[config.mk]
export PLATFORM = sky130hd
export DESIGN_NAME = touch_spring_scroll
export DESIGN_NICKNAME = d
export VERILOG_FILES = /design/src/design/tss_pkg.sv /design/src/design/tss_mul.sv /design/src/design/tss_touch.sv /design/src/design/touch_spring_scroll.sv
export SDC_FILE = /design/constraint.sdc
export NUM_CORES = 2
export LEC_CHECK = 0
export ABC_AREA = 1
export BUFFER_PORTS_ARGS = -buffer_cell sky130_fd_sc_hd__buf_2
export CAP_MARGIN = 20
export CELL_PAD_IN_SITES_DETAIL_PLACEMENT = 1
export CELL_PAD_IN_SITES_GLOBAL_PLACEMENT = 2
export CORE_ASPECT_RATIO = 0.8
export CORE_UTILIZATION = 35
export DETAILED_ROUTE_END_ITERATION = 8
export PLACE_DENSITY_LB_ADDON = 0.1
export SYNTH_ARGS = -nofsm -noshare
export SYNTH_HDL_FRONTEND = slang
export SYNTH_SLANG_ARGS = --single-unit
[constraint.sdc]
create_clock -name clk -period 11.2 [get_ports clk]
set_input_delay 2.24 -clock clk [delete_from_list [all_inputs] [get_ports clk]]
set_output_delay 2.24 -clock clk [all_outputs]
set_load 0.1 [all_outputs]
[src/design/tss_pkg.sv]
`default_nettype none

package tss_pkg;

    // event kinds
    localparam logic [1:0] KIND_PRESS   = 2'd0;
    localparam logic [1:0] KIND_DRAG    = 2'd1;
    localparam logic [1:0] KIND_RELEASE = 2'd2;
    localparam logic [1:0] KIND_TICK    = 2'd3;

    // configuration register indexes
    localparam logic [1:0] CFG_VIEW_HEIGHT    = 2'd0;
    localparam logic [1:0] CFG_CONTENT_HEIGHT = 2'd1;
    localparam logic [1:0] CFG_SPRING_GAIN    = 2'd2;
    localparam logic [1:0] CFG_DAMPING_GAIN   = 2'd3;

    // configuration reset values
    localparam logic [15:0] VIEW_HEIGHT_RST    = 16'd480;
    localparam logic [15:0] CONTENT_HEIGHT_RST = 16'd0;
    localparam logic [15:0] SPRING_GAIN_RST    = 16'd7680;
    localparam logic [15:0] DAMPING_GAIN_RST   = 16'd2560;

    // shared multiplier operand and product widths
    localparam int MUL_A_W = 42;
    localparam int MUL_B_W = 17;
    localparam int MUL_P_W = MUL_A_W + MUL_B_W;
    // acceleration accumulator (Q.24)
    localparam int ACC_W   = 50;
    // widest sum fed to the saturation
    localparam int SUM_W   = 44;

    typedef struct packed {
        logic [1:0]         kind;
        logic [7:0]         pointer_id;
        logic signed [15:0] touch_y;
        logic [15:0]        dt;
    } evt_t;

    typedef struct packed {
        logic               accepted;
        logic signed [31:0] position;
        logic signed [31:0] velocity;
    } res_t;

    // touch tracking state
    typedef struct packed {
        logic               active;
        logic [7:0]         owner_id;
        logic signed [15:0] press_y;
        logic signed [31:0] grab;
        logic signed [31:0] target;
    } touch_t;

    // clamp to the signed Q16.16 range
    function automatic logic signed [31:0] sat32(input logic signed [SUM_W-1:0] v);
        logic signed [SUM_W-1:0] hi;
        logic signed [SUM_W-1:0] lo;
        hi = SUM_W'(32'sh7FFF_FFFF);
        lo = -hi - SUM_W'(1);
        if (v > hi)
            return 32'sh7FFF_FFFF;
        else if (v < lo)
            return 32'sh8000_0000;
        else
            return v[31:0];
    endfunction

endpackage

`default_nettype wire

[src/design/tss_mul.sv]
`default_nettype none

module tss_mul (
    input  wire logic signed [tss_pkg::MUL_A_W-1:0] a,
    input  wire logic signed [tss_pkg::MUL_B_W-1:0] b,
    output logic signed [tss_pkg::MUL_P_W-1:0]      p
);
    import tss_pkg::*;

    // signed product, full width
    always_comb
    begin
        p = MUL_P_W'(a) * MUL_P_W'(b);
    end

endmodule

`default_nettype wire

[src/design/tss_touch.sv]
`default_nettype none

module tss_touch (
    input  wire tss_pkg::evt_t   evt,
    input  wire tss_pkg::touch_t touch_cur,
    input  wire logic [15:0]     view_height,
    input  wire logic [15:0]     content_height,
    output tss_pkg::touch_t      touch_next,
    output logic                 accepted
);
    import tss_pkg::*;

    logic signed [16:0]      dy;
    logic signed [SUM_W-1:0] moved_sum;
    logic signed [31:0]      moved;
    logic signed [16:0]      low_px;
    logic signed [32:0]      low_q;
    logic                    owner_hit;

    always_comb
    begin
        owner_hit  = touch_cur.active && (touch_cur.owner_id == evt.pointer_id);
        dy         = 17'(evt.touch_y) - 17'(touch_cur.press_y);
        // grab position plus the y movement, in Q16.16
        moved_sum  = SUM_W'(touch_cur.grab) + SUM_W'($signed({dy, 16'h0000}));
        moved      = sat32(moved_sum);
        // lowest allowed offset: view minus content
        low_px     = $signed({1'b0, view_height}) - $signed({1'b0, content_height});
        low_q      = {low_px, 16'h0000};

        touch_next = touch_cur;
        accepted   = 1'b0;
        case (evt.kind)
            KIND_PRESS:
            begin
                touch_next.active   = 1'b1;
                touch_next.owner_id = evt.pointer_id;
                touch_next.press_y  = evt.touch_y;
                touch_next.grab     = touch_cur.target;
                accepted            = 1'b1;
            end
            KIND_DRAG:
            begin
                if (owner_hit)
                begin
                    touch_next.target = moved;
                    accepted          = 1'b1;
                end
            end
            KIND_RELEASE:
            begin
                if (owner_hit)
                begin
                    // clamp into the scrollable range
                    if (content_height < view_height)
                        touch_next.target = '0;
                    else if (moved > 32'sd0)
                        touch_next.target = '0;
                    else if (33'(moved) < low_q)
                        touch_next.target = sat32(SUM_W'(low_q));
                    else
                        touch_next.target = moved;
                    touch_next.active = 1'b0;
                    accepted          = 1'b1;
                end
            end
            default:
            begin
                touch_next = touch_cur;
            end
        endcase
    end

endmodule

`default_nettype wire

[src/design/touch_spring_scroll.sv]
// touch_spring_scroll: inertial touch scrolling with a spring-damper
//
// evt channel (evt_valid / evt_stall / evt) carries press, drag, release
// and tick items; res channel (res_valid / res_stall / res) returns one
// result item per event with the accept flag, position and velocity.
// cfg_we / cfg_index / cfg_data write the four 16 bit registers; the user
// must write them only while the block is idle; the block does not enforce it.
// A press, drag or release is handled in the accept cycle; its result is
// valid on the next cycle, one item per cycle while no result is stalled.
// A tick runs four passes through one shared 42x17 multiplier (spring,
// damping, velocity update, position update), then ST_DONE loads the
// result register; no new item is taken until that result is loaded.
// evt_stall is high while a tick is being processed, and while a result
// is waiting under res_stall; a stalled result holds its value.
// Reset clears the touch state, position and velocity, loads the register
// defaults and leaves no result pending.
`default_nettype none

module touch_spring_scroll (
    input  wire logic          clk,
    input  wire logic          rst_n,
    input  wire logic          evt_valid,
    output logic               evt_stall,
    input  wire tss_pkg::evt_t evt,
    output logic               res_valid,
    input  wire logic          res_stall,
    output tss_pkg::res_t      res,
    input  wire logic          cfg_we,
    input  wire logic [1:0]    cfg_index,
    input  wire logic [15:0]   cfg_data
);
    import tss_pkg::*;

    typedef enum logic [5:0] {
        ST_IDLE  = 6'b000001,
        ST_MUL_K = 6'b000010,
        ST_MUL_D = 6'b000100,
        ST_MUL_A = 6'b001000,
        ST_MUL_V = 6'b010000,
        ST_DONE  = 6'b100000
    } state_t;

    state_t                  state_reg, state_next;
    logic [15:0]             view_reg, content_reg, spring_reg, damping_reg;
    touch_t                  touch_reg, touch_next;
    logic signed [31:0]      pos_reg, pos_next;
    logic signed [31:0]      vel_reg, vel_next;
    logic signed [ACC_W-1:0] acc_reg, acc_next;
    logic [15:0]             dt_reg, dt_next;
    res_t                    res_reg, res_next;
    logic                    res_valid_reg, res_valid_next;

    touch_t                  touch_upd;
    logic                    touch_acc;
    logic signed [MUL_A_W-1:0] mul_a;
    logic signed [MUL_B_W-1:0] mul_b;
    logic signed [MUL_P_W-1:0] mul_p;
    logic signed [32:0]      diff;
    logic                    slot_free;
    logic                    evt_take;

    // touch event logic
    tss_touch u_touch (
        .evt            (evt),
        .touch_cur      (touch_reg),
        .view_height    (view_reg),
        .content_height (content_reg),
        .touch_next     (touch_upd),
        .accepted       (touch_acc)
    );

    // shared multiplier
    tss_mul u_mul (
        .a (mul_a),
        .b (mul_b),
        .p (mul_p)
    );

    assign slot_free = !res_valid_reg || !res_stall;
    assign evt_stall = (state_reg != ST_IDLE) || !slot_free;
    assign evt_take  = evt_valid && !evt_stall;
    assign res_valid = res_valid_reg;
    assign res       = res_reg;

    // multiplier operand select
    always_comb
    begin
        diff  = 33'(touch_reg.target) - 33'(pos_reg);
        mul_a = '0;
        mul_b = '0;
        case (state_reg)
            ST_MUL_K:
            begin
                mul_a = MUL_A_W'(diff);
                mul_b = $signed({1'b0, spring_reg});
            end
            ST_MUL_D:
            begin
                mul_a = MUL_A_W'(vel_reg);
                mul_b = $signed({1'b0, damping_reg});
            end
            ST_MUL_A:
            begin
                mul_a = acc_reg[ACC_W-1:8];
                mul_b = $signed({1'b0, dt_reg});
            end
            ST_MUL_V:
            begin
                mul_a = MUL_A_W'(vel_reg);
                mul_b = $signed({1'b0, dt_reg});
            end
            default:
            begin
                mul_a = '0;
                mul_b = '0;
            end
        endcase
    end

    // sequencer and datapath next state
    always_comb
    begin
        state_next     = state_reg;
        touch_next     = touch_reg;
        pos_next       = pos_reg;
        vel_next       = vel_reg;
        acc_next       = acc_reg;
        dt_next        = dt_reg;
        res_next       = res_reg;
        res_valid_next = res_valid_reg && res_stall;
        case (state_reg)
            ST_IDLE:
            begin
                if (evt_take)
                begin
                    if (evt.kind == KIND_TICK)
                    begin
                        dt_next    = evt.dt;
                        state_next = ST_MUL_K;
                    end
                    else
                    begin
                        touch_next        = touch_upd;
                        res_next.accepted = touch_acc;
                        res_next.position = pos_reg;
                        res_next.velocity = vel_reg;
                        res_valid_next    = 1'b1;
                    end
                end
            end
            ST_MUL_K:
            begin
                acc_next   = mul_p[ACC_W-1:0];
                state_next = ST_MUL_D;
            end
            ST_MUL_D:
            begin
                acc_next   = acc_reg - mul_p[ACC_W-1:0];
                state_next = ST_MUL_A;
            end
            ST_MUL_A:
            begin
                vel_next   = sat32(SUM_W'(vel_reg) + SUM_W'($signed(mul_p[MUL_P_W-1:16])));
                state_next = ST_MUL_V;
            end
            ST_MUL_V:
            begin
                pos_next   = sat32(SUM_W'(pos_reg) + SUM_W'($signed(mul_p[MUL_P_W-1:16])));
                state_next = ST_DONE;
            end
            ST_DONE:
            begin
                if (slot_free)
                begin
                    res_next.accepted = 1'b0;
                    res_next.position = pos_reg;
                    res_next.velocity = vel_reg;
                    res_valid_next    = 1'b1;
                    state_next        = ST_IDLE;
                end
            end
            default:
            begin
                state_next = ST_IDLE;
            end
        endcase
    end

    // control and scroll state
    always_ff @(posedge clk or negedge rst_n)
    begin
        if (!rst_n)
        begin
            state_reg     <= ST_IDLE;
            res_valid_reg <= 1'b0;
            touch_reg     <= '0;
            pos_reg       <= '0;
            vel_reg       <= '0;
            view_reg      <= VIEW_HEIGHT_RST;
            content_reg   <= CONTENT_HEIGHT_RST;
            spring_reg    <= SPRING_GAIN_RST;
            damping_reg   <= DAMPING_GAIN_RST;
        end
        else
        begin
            state_reg     <= state_next;
            res_valid_reg <= res_valid_next;
            touch_reg     <= touch_next;
            pos_reg       <= pos_next;
            vel_reg       <= vel_next;
            if (cfg_we)
            begin
                case (cfg_index)
                    CFG_VIEW_HEIGHT:    view_reg    <= cfg_data;
                    CFG_CONTENT_HEIGHT: content_reg <= cfg_data;
                    CFG_SPRING_GAIN:    spring_reg  <= cfg_data;
                    CFG_DAMPING_GAIN:   damping_reg <= cfg_data;
                    default:            view_reg    <= view_reg;
                endcase
            end
        end
    end

    // payload registers
    always_ff @(posedge clk)
    begin
        acc_reg <= acc_next;
        dt_reg  <= dt_next;
        res_reg <= res_next;
    end

endmodule

`default_nettype wire

# Word level (Yosys, flattened, before mapping)
# Index checks and enable logic that the tools add are counted.
# W data, S select, Z words.
dict set report op_classes {
  add_sub_neg 7
  mul 1
  div 0
  n_lt_le_gt_ge 11
  eq_ne 20
  shifts 0
  muxes 33
  bitwise_logic 1
  n_reduce_logical 28
}
# cell count
set op_table {}
lappend op_table {{$mux W32} 13}
lappend op_table {{$mux W65} 3}
lappend op_table {{$gt A44 B32 Y1 const B} 3}
lappend op_table {{$lt A44 B32 Y1 const B} 3}
lappend op_table {{$pmux W65 S2} 1}
lappend op_table {{$pmux W42 S3} 1}
lappend op_table {{$pmux W50 S2} 1}
lappend op_table {{$add A32 B43 Y44} 2}
lappend op_table {{$pmux W32 S2} 1}
lappend op_table {{$mul A42 B17 Y59} 1}
lappend op_table {{$sub A50 B50 Y50} 1}
lappend op_table {{$pmux W16 S3} 1}
lappend op_table {{$pmux W6 S6} 1}
lappend op_table {{$add A32 B33 Y34} 1}
lappend op_table {{$sub A16 B16 Y17} 2}
lappend op_table {{$gt A33 B32 Y1 const B} 1}
lappend op_table {{$lt A32 B33 Y1} 1}
lappend op_table {{$lt A33 B32 Y1 const B} 1}
lappend op_table {{$sub A32 B32 Y33} 1}
lappend op_table {{$gt A32 B1 Y1 const B} 1}
lappend op_table {{$mux W6} 3}
lappend op_table {{$lt A16 B16 Y1} 1}
lappend op_table {{$eq A2 B2 Y1 const B} 4}
lappend op_table {{$eq A8 B8 Y1} 1}
lappend op_table {{24 further kinds} 52}
dict set report totals {
  reg_bits 355
  latchBits 0
  mem_bits_rw 0
  rom_bits 0
  in_bits 65
  out_inout_bits 67
  elab_cells 119
  n_memories 0
}

# Depth between registers and ports, before layout
dict set report logic_depth {
  word_depth 11
  mapped_depth 60
  ltp_nobuf 58
}

# By module
# From an unflattened synthesis, not the netlist that was laid out.
dict set report unflattened {
  cells_unflattened 8572
  hier_area_um2 59059.1
}
# module instances cells_per_inst area_each_um2 seq_area_each_um2
set modules_own_cells {}
lappend modules_own_cells {tss_mul 1 3768 26815.7 0.0}
lappend modules_own_cells {touch_spring_scroll 1 3550 25872.3 9552.9}
lappend modules_own_cells {tss_touch 1 1254 6371.1 0.0}

# Least setup slack after synthesis
# OpenSTA, ideal clock, no wires.
dict set report synth_path {
  path_type {reg-to-reg}
  start {register pos_reg[0]}
  end {register vel_reg[12]}
  setup_ns 0.129
  arrival_time_ns 9.349
  required_time_ns 11.071
  setup_slack_ns 1.722
  stages_incl_launch_ff 49
  path_buffers 3
  period_less_slack_ns 9.478
  cell_sequence {dfrtp_1 -> ha_1 -> fa_1 -> inv_1 -> nand2_1 -> o21ai_1 -> a21oi_1 -> o21bai_2 -> nand3_1 -> nand3_1 -> nand2_1 -> o211ai_1 -> nand2_1 -> nand3_1 -> o21ai_2 -> nand2_2 -> buf_2 -> nand2_1 -> [... 13 more ...] -> a31oi_1 -> xor2_1 -> inv_1 -> ha_1 -> clkbuf_1 -> nand2_1 -> nor2_1 -> nand2_1 -> nor2_1 -> nand3_1 -> nand3_1 -> xor2_1 -> nand2_1 -> nor2_1 -> nand3_1 -> a21oi_1 -> buf_2 -> a21boi_0}
}
dict set report synth_via {
  elab_chain_cells 7
  elab_cells_between_ends 8
  classes_between {add/sub (2); mul (1); order compare (2); mux (3)}
}
# item line
set synth_rtl {}
lappend synth_rtl {{start, declared} touch_spring_scroll.sv:46} ;# logic signed [31:0] pos_reg, pos_next;
lappend synth_rtl {{start signal, assigned} touch_spring_scroll.sv:209} ;# pos_reg <= pos_next;
lappend synth_rtl {{$sub A32 B32 Y33 *} touch_spring_scroll.sv:88} ;# diff = 33'(touch_reg.target) - 33'(pos_reg);
lappend synth_rtl {{$pmux W42 S3 *} touch_spring_scroll.sv:91} ;# case (state_reg)
lappend synth_rtl {{$mul A42 B17 Y59 *} tss_mul.sv:13} ;# p = MUL_P_W'(a) * MUL_P_W'(b);
lappend synth_rtl {{$add A32 B43 Y44 *} touch_spring_scroll.sv:163} ;# vel_next = sat32(SUM_W'(vel_reg) + SUM_W'($signed(mul_p[MUL_P_W-1:16])));
lappend synth_rtl {{$lt A44 B32 Y1} tss_pkg.sv:62} ;# else if (v < lo)
lappend synth_rtl {{$mux W32} tss_pkg.sv:62}
lappend synth_rtl {{$mux W32 *} tss_pkg.sv:60} ;# if (v > hi)
lappend synth_rtl {{end signal, assigned} touch_spring_scroll.sv:210} ;# vel_reg <= vel_next;
lappend synth_rtl {{end, declared} touch_spring_scroll.sv:47} ;# logic signed [31:0] vel_reg, vel_next;
# Every way passes the cells marked *; elsewhere a longest branch is shown, timed or not.
# A chain may end at the register's enable or synchronous reset.

# Worst setup path after layout
dict set report layout_path {
  start {register touch_reg[16] (netlist bit)}
  end {register vel_reg[29]}
}
dict set report layout_via {
  elab_chain_cells 7
  elab_cells_between_ends 8
  classes_between {add/sub (2); mul (1); order compare (2); mux (3)}
}
# item line
set layout_rtl {}
lappend layout_rtl {{start, declared} touch_spring_scroll.sv:45} ;# touch_t touch_reg, touch_next;
lappend layout_rtl {{start signal, assigned} touch_spring_scroll.sv:208} ;# touch_reg <= touch_next;
lappend layout_rtl {{$sub A32 B32 Y33 *} touch_spring_scroll.sv:88}
lappend layout_rtl {{$pmux W42 S3 *} touch_spring_scroll.sv:91}
lappend layout_rtl {{$mul A42 B17 Y59 *} tss_mul.sv:13}
lappend layout_rtl {{$add A32 B43 Y44 *} touch_spring_scroll.sv:163}
lappend layout_rtl {{$lt A44 B32 Y1} tss_pkg.sv:62}
lappend layout_rtl {{$mux W32} tss_pkg.sv:62}
lappend layout_rtl {{$mux W32 *} tss_pkg.sv:60}
# Marked as above.

==> results list <==
- Run status: completed
* Count of endpoints failing hold in the final timing report: 0
* Top flip-flop cell by instance count after synthesis: sky130_fd_sc_hd__dfrtp_1
- In the global route stage, overall resource usage came out at 0.284.
* Residual DRC count: 0
* Layout overhead on the synthesized area: 20.0%
- The netlist uses 67 different library cells.
- The first detailed-routing pass took 6 iterations.
- Clock-pin slew on the worst setup and hold paths: 60 ps
- Area of the multi-input gates: 37900 um^2
- In the layout the commonest cells are sky130_fd_sc_hd__inv_1, sky130_fd_sc_hd__nand2_1, sky130_fd_sc_hd__fa_1.
* CORE AREA: 148000 um^2
* Buffer cell driving the clock tree root: sky130_fd_sc_hd__clkbuf_16
* Total negative slack: 0 ps
- Final critical delay including setup and external delays: 10850 ps
- In the final routed layout, each cell accounts on average for 22.7 um.
- Count of cells along the worst register-to-register path: 52
* Initial core utilization: 0.354
* Flip-flop count of the largest register after layout: 89
- After global routing the overflow that remains totals 0.
- For this block, the initial DRC count from the detailed router was 3124.
* WS Path Type: flop to flop
- IO Port Bufs: 131
- Class of the most critical hold timing path: flop to flop
* Horizontal die dimension: 435 um
- Placement-stage worst setup slack: -498 ps
- Post-synthesis cell area: 52400 um^2
* Area of the die: 151000 um^2
- Final setup vio count: 0
* Period Utilization, post-route: 0.969
- In this design, the stage delay of the slowest critical-path cell is 570 ps.
- Proportion of layout cells with a drive suffix above 1: 0.166
* Number of buffers inserted during clock tree synthesis: 45
- CP startpoint kind: flop
* Die height: 348 um
- The number of nets handed over by synthesis was 8084.
* Cell area reported after detailed placement: 59300 um^2
* Number of max-slew violations in the final report: 0
- Number of max-capacitance violations reported: 0
- CP max stage cell: sky130_fd_sc_hd__fa_1
- The via count of the first global-routing pass came to 50800.
- FMAX: 92.1 MHz
- During I/O placement, the number of pins put on the boundary was 132.
- Of all flip-flops after synthesis, the portion carrying an async set or reset was 0.631.
- Worst hold path cell count: 2
- The net count of the finished layout is 8670.
- TritonCTS built the clock tree.
- Synthesis inferred 355 register bits.
- CP Max Fanout: 15
- Filler cell count: 18300
- In this run the deepest clock path goes through 3 buffers.
- STA classifies the critical path endpoint as a flop.
- Maximum clock skew at final layout: 41.7 ps
- Measured on the finished design, the core utilization comes to 0.425.
- Power spread over the standard cell area amounts to 162 nW/um^2.
- Clk sink count: 355
- The detailed router placed 49000 vias in this run.
- Post-route antenna net violation count: 0
- Post-synthesis average cell area: 7.48 um^2
* Final GP Congestion: 0.944
- First-pass GRT wire length: 327000 um
- Summed over all nets, the half-perimeter wirelength after detailed placement is 182000 um.
- YS warnings: 0
* Number of enable flip-flop cells after synthesis: 131
- Total Routed Length: 218000 um
- Final setup slack of the worst path: 347 ps
- The library cell used most frequently in the layout, excluding fill and tap cells, is sky130_fd_sc_hd__inv_1.
* Clk Latency, worst-skew pair: 630 ps
- Registers take 9560 um^2.
* Max transition margin: 0.271
* Post-synthesis cell count: 7008
- In this run the static leakage power is 31.6 nW.
- CTS built an H-tree with a depth of 2.
- After floorplanning, the core was divided into 126 placement rows.
- Arrival time at the worst endpoint: 11350 ps
- The initial antenna violation count was 5.
- In this run, post-CTS hold repair placed 0 buffers.
- Share of synthesized area occupied by flip-flops and latches: 0.182
* Slew at the pin closest to its max-slew limit: 1090 ps
* Final cell area excluding filler cells: 62900 um^2
* Highest ir drop seen on vdd: 0.382 mV
* Largest net degree at the start of global routing: 104
- Required @ worst endpoint: 11700 ps
* Via density: 5.10
[per-stage QoR]
step / hold slack (ps) / std cells / total power [mW]
finish: 489 / 9616 / 10.2
global route: 508 / 9615 / 10.9
CTS: 492 / 9568 / 10.1
detailed placement: 478 / 9481 / 8.51
global placement: 469 / 9481 / 8.40
floorplan: 447 / 7008 / 6.61
[final cells by class]
class	count	area share
clock buffers	65	0.0219
inverters	1523	0.0918
flip-flops and latches	355	0.152
clock inverters	19	0.00223
repair buffers	726	0.0899
multi-input cells	4943	0.603
well taps	1984	0.0395
diodes	1	0.0000398
[metal layers]
| layer | GRT usage | part of all wire | routed length, um | vias to the layer above |
|---|---|---|---|---|
| met5 | 0 | 0 | 0 | - |
| met4 | 0.0415 | 0.015 | 3320 | 0 |
| met3 | 0.0310 | 0.046 | 10100 | 152 |
| met2 | 0.437 | 0.44 | 95200 | 915 |
| met1 | 0.434 | 0.50 | 109000 | 24900 |
| li1 | - | - | - | 23000 |
[cells by family after synthesis]
kind of cell | count (synthesis) | synth area share
AO/OA/AOI/OAI | 1198 | 0.128
XOR/XNOR | 188 | 0.0314
adder cells (fa/ha/maj) | 1011 | 0.332
buffers and inverters | 1710 | 0.125
flip-flops | 355 | 0.182
multiplexers | 11 | 0.00234
AND/OR/NAND/NOR | 2535 | 0.199
[where the power goes]
| group | internal, mW | switching, mW | total (mW) |
|---|---|---|---|
| sequential | 1.76 | 0.365 | 2.12 |
| clock | 0.883 | 0.678 | 1.56 |
| combinational | 1.88 | 4.62 | 6.50 |
[what timing repair did]
| item | in CTS | in global routing |
|---|---|---|
| cloned | 0 | 5 |
| setup buffers | 3 | 38 |
| pin swaps | 7 | 97 |
| endpoints found under the setup margin | 64 | 79 |
| resized for setup | 50 | 381 |
[cell usage after synthesis (26+ instances only)]
| cell type | count | area [um^2] |
|---|---|---|
| sky130_fd_sc_hd__xor2_1 | 122 | 1070 |
| sky130_fd_sc_hd__inv_1 | 1501 | 5630 |
| sky130_fd_sc_hd__o21bai_1 | 33 | 248 |
| sky130_fd_sc_hd__buf_2 | 46 | 230 |
| sky130_fd_sc_hd__a21o_1 | 38 | 285 |
| sky130_fd_sc_hd__xnor2_1 | 66 | 578 |
| sky130_fd_sc_hd__nand4_1 | 63 | 394 |
| sky130_fd_sc_hd__dfrtp_1 | 213 | 5330 |
| sky130_fd_sc_hd__nor3_1 | 39 | 195 |
| sky130_fd_sc_hd__a22oi_1 | 30 | 225 |
| sky130_fd_sc_hd__nor2_1 | 644 | 2420 |
| sky130_fd_sc_hd__nand3_1 | 221 | 1110 |
| sky130_fd_sc_hd__a31oi_1 | 62 | 388 |
| sky130_fd_sc_hd__edfxtp_1 | 131 | 3930 |
| sky130_fd_sc_hd__clkbuf_1 | 123 | 462 |
| sky130_fd_sc_hd__nand2_1 | 1429 | 5360 |
| sky130_fd_sc_hd__a21boi_1 | 28 | 210 |
| sky130_fd_sc_hd__fa_1 | 636 | 12700 |
| sky130_fd_sc_hd__or2_2 | 57 | 357 |
| sky130_fd_sc_hd__ha_1 | 375 | 4690 |
| sky130_fd_sc_hd__o21a_1 | 26 | 195 |
| sky130_fd_sc_hd__o21ai_0 | 382 | 1910 |
| sky130_fd_sc_hd__a21oi_1 | 505 | 2530 |
[worst paths after layout]
kind                                            from                        end  slack [ps]
max                        touch_reg[16]$_DFFE_PN0P_    vel_reg[29]$_DFFE_PN0N_         350
min                        touch_reg[47]$_DFFE_PN0P_  touch_reg[47]$_DFFE_PN0P_         490
max reg2reg                touch_reg[16]$_DFFE_PN0P_    vel_reg[29]$_DFFE_PN0N_         350
min reg2reg                touch_reg[47]$_DFFE_PN0P_  touch_reg[47]$_DFFE_PN0P_         490
max in group asynchronous                      rst_n    pos_reg[24]$_DFFE_PN0P_        8030
min in group asynchronous                      rst_n  touch_reg[78]$_DFFE_PN0P_        1610
[critical path, delay by kind of cell, from the launching register on]
kind,cells,cell delay (ps)
adder cells (fa/ha/maj),9,4190
flip-flops,1,510
buffers and inverters,13,1560
AND/OR/NAND/NOR,13,1620
XOR/XNOR,2,380
AO/OA/AOI/OAI,15,2420
No activity file was read; power rests on OpenSTA's default activity.
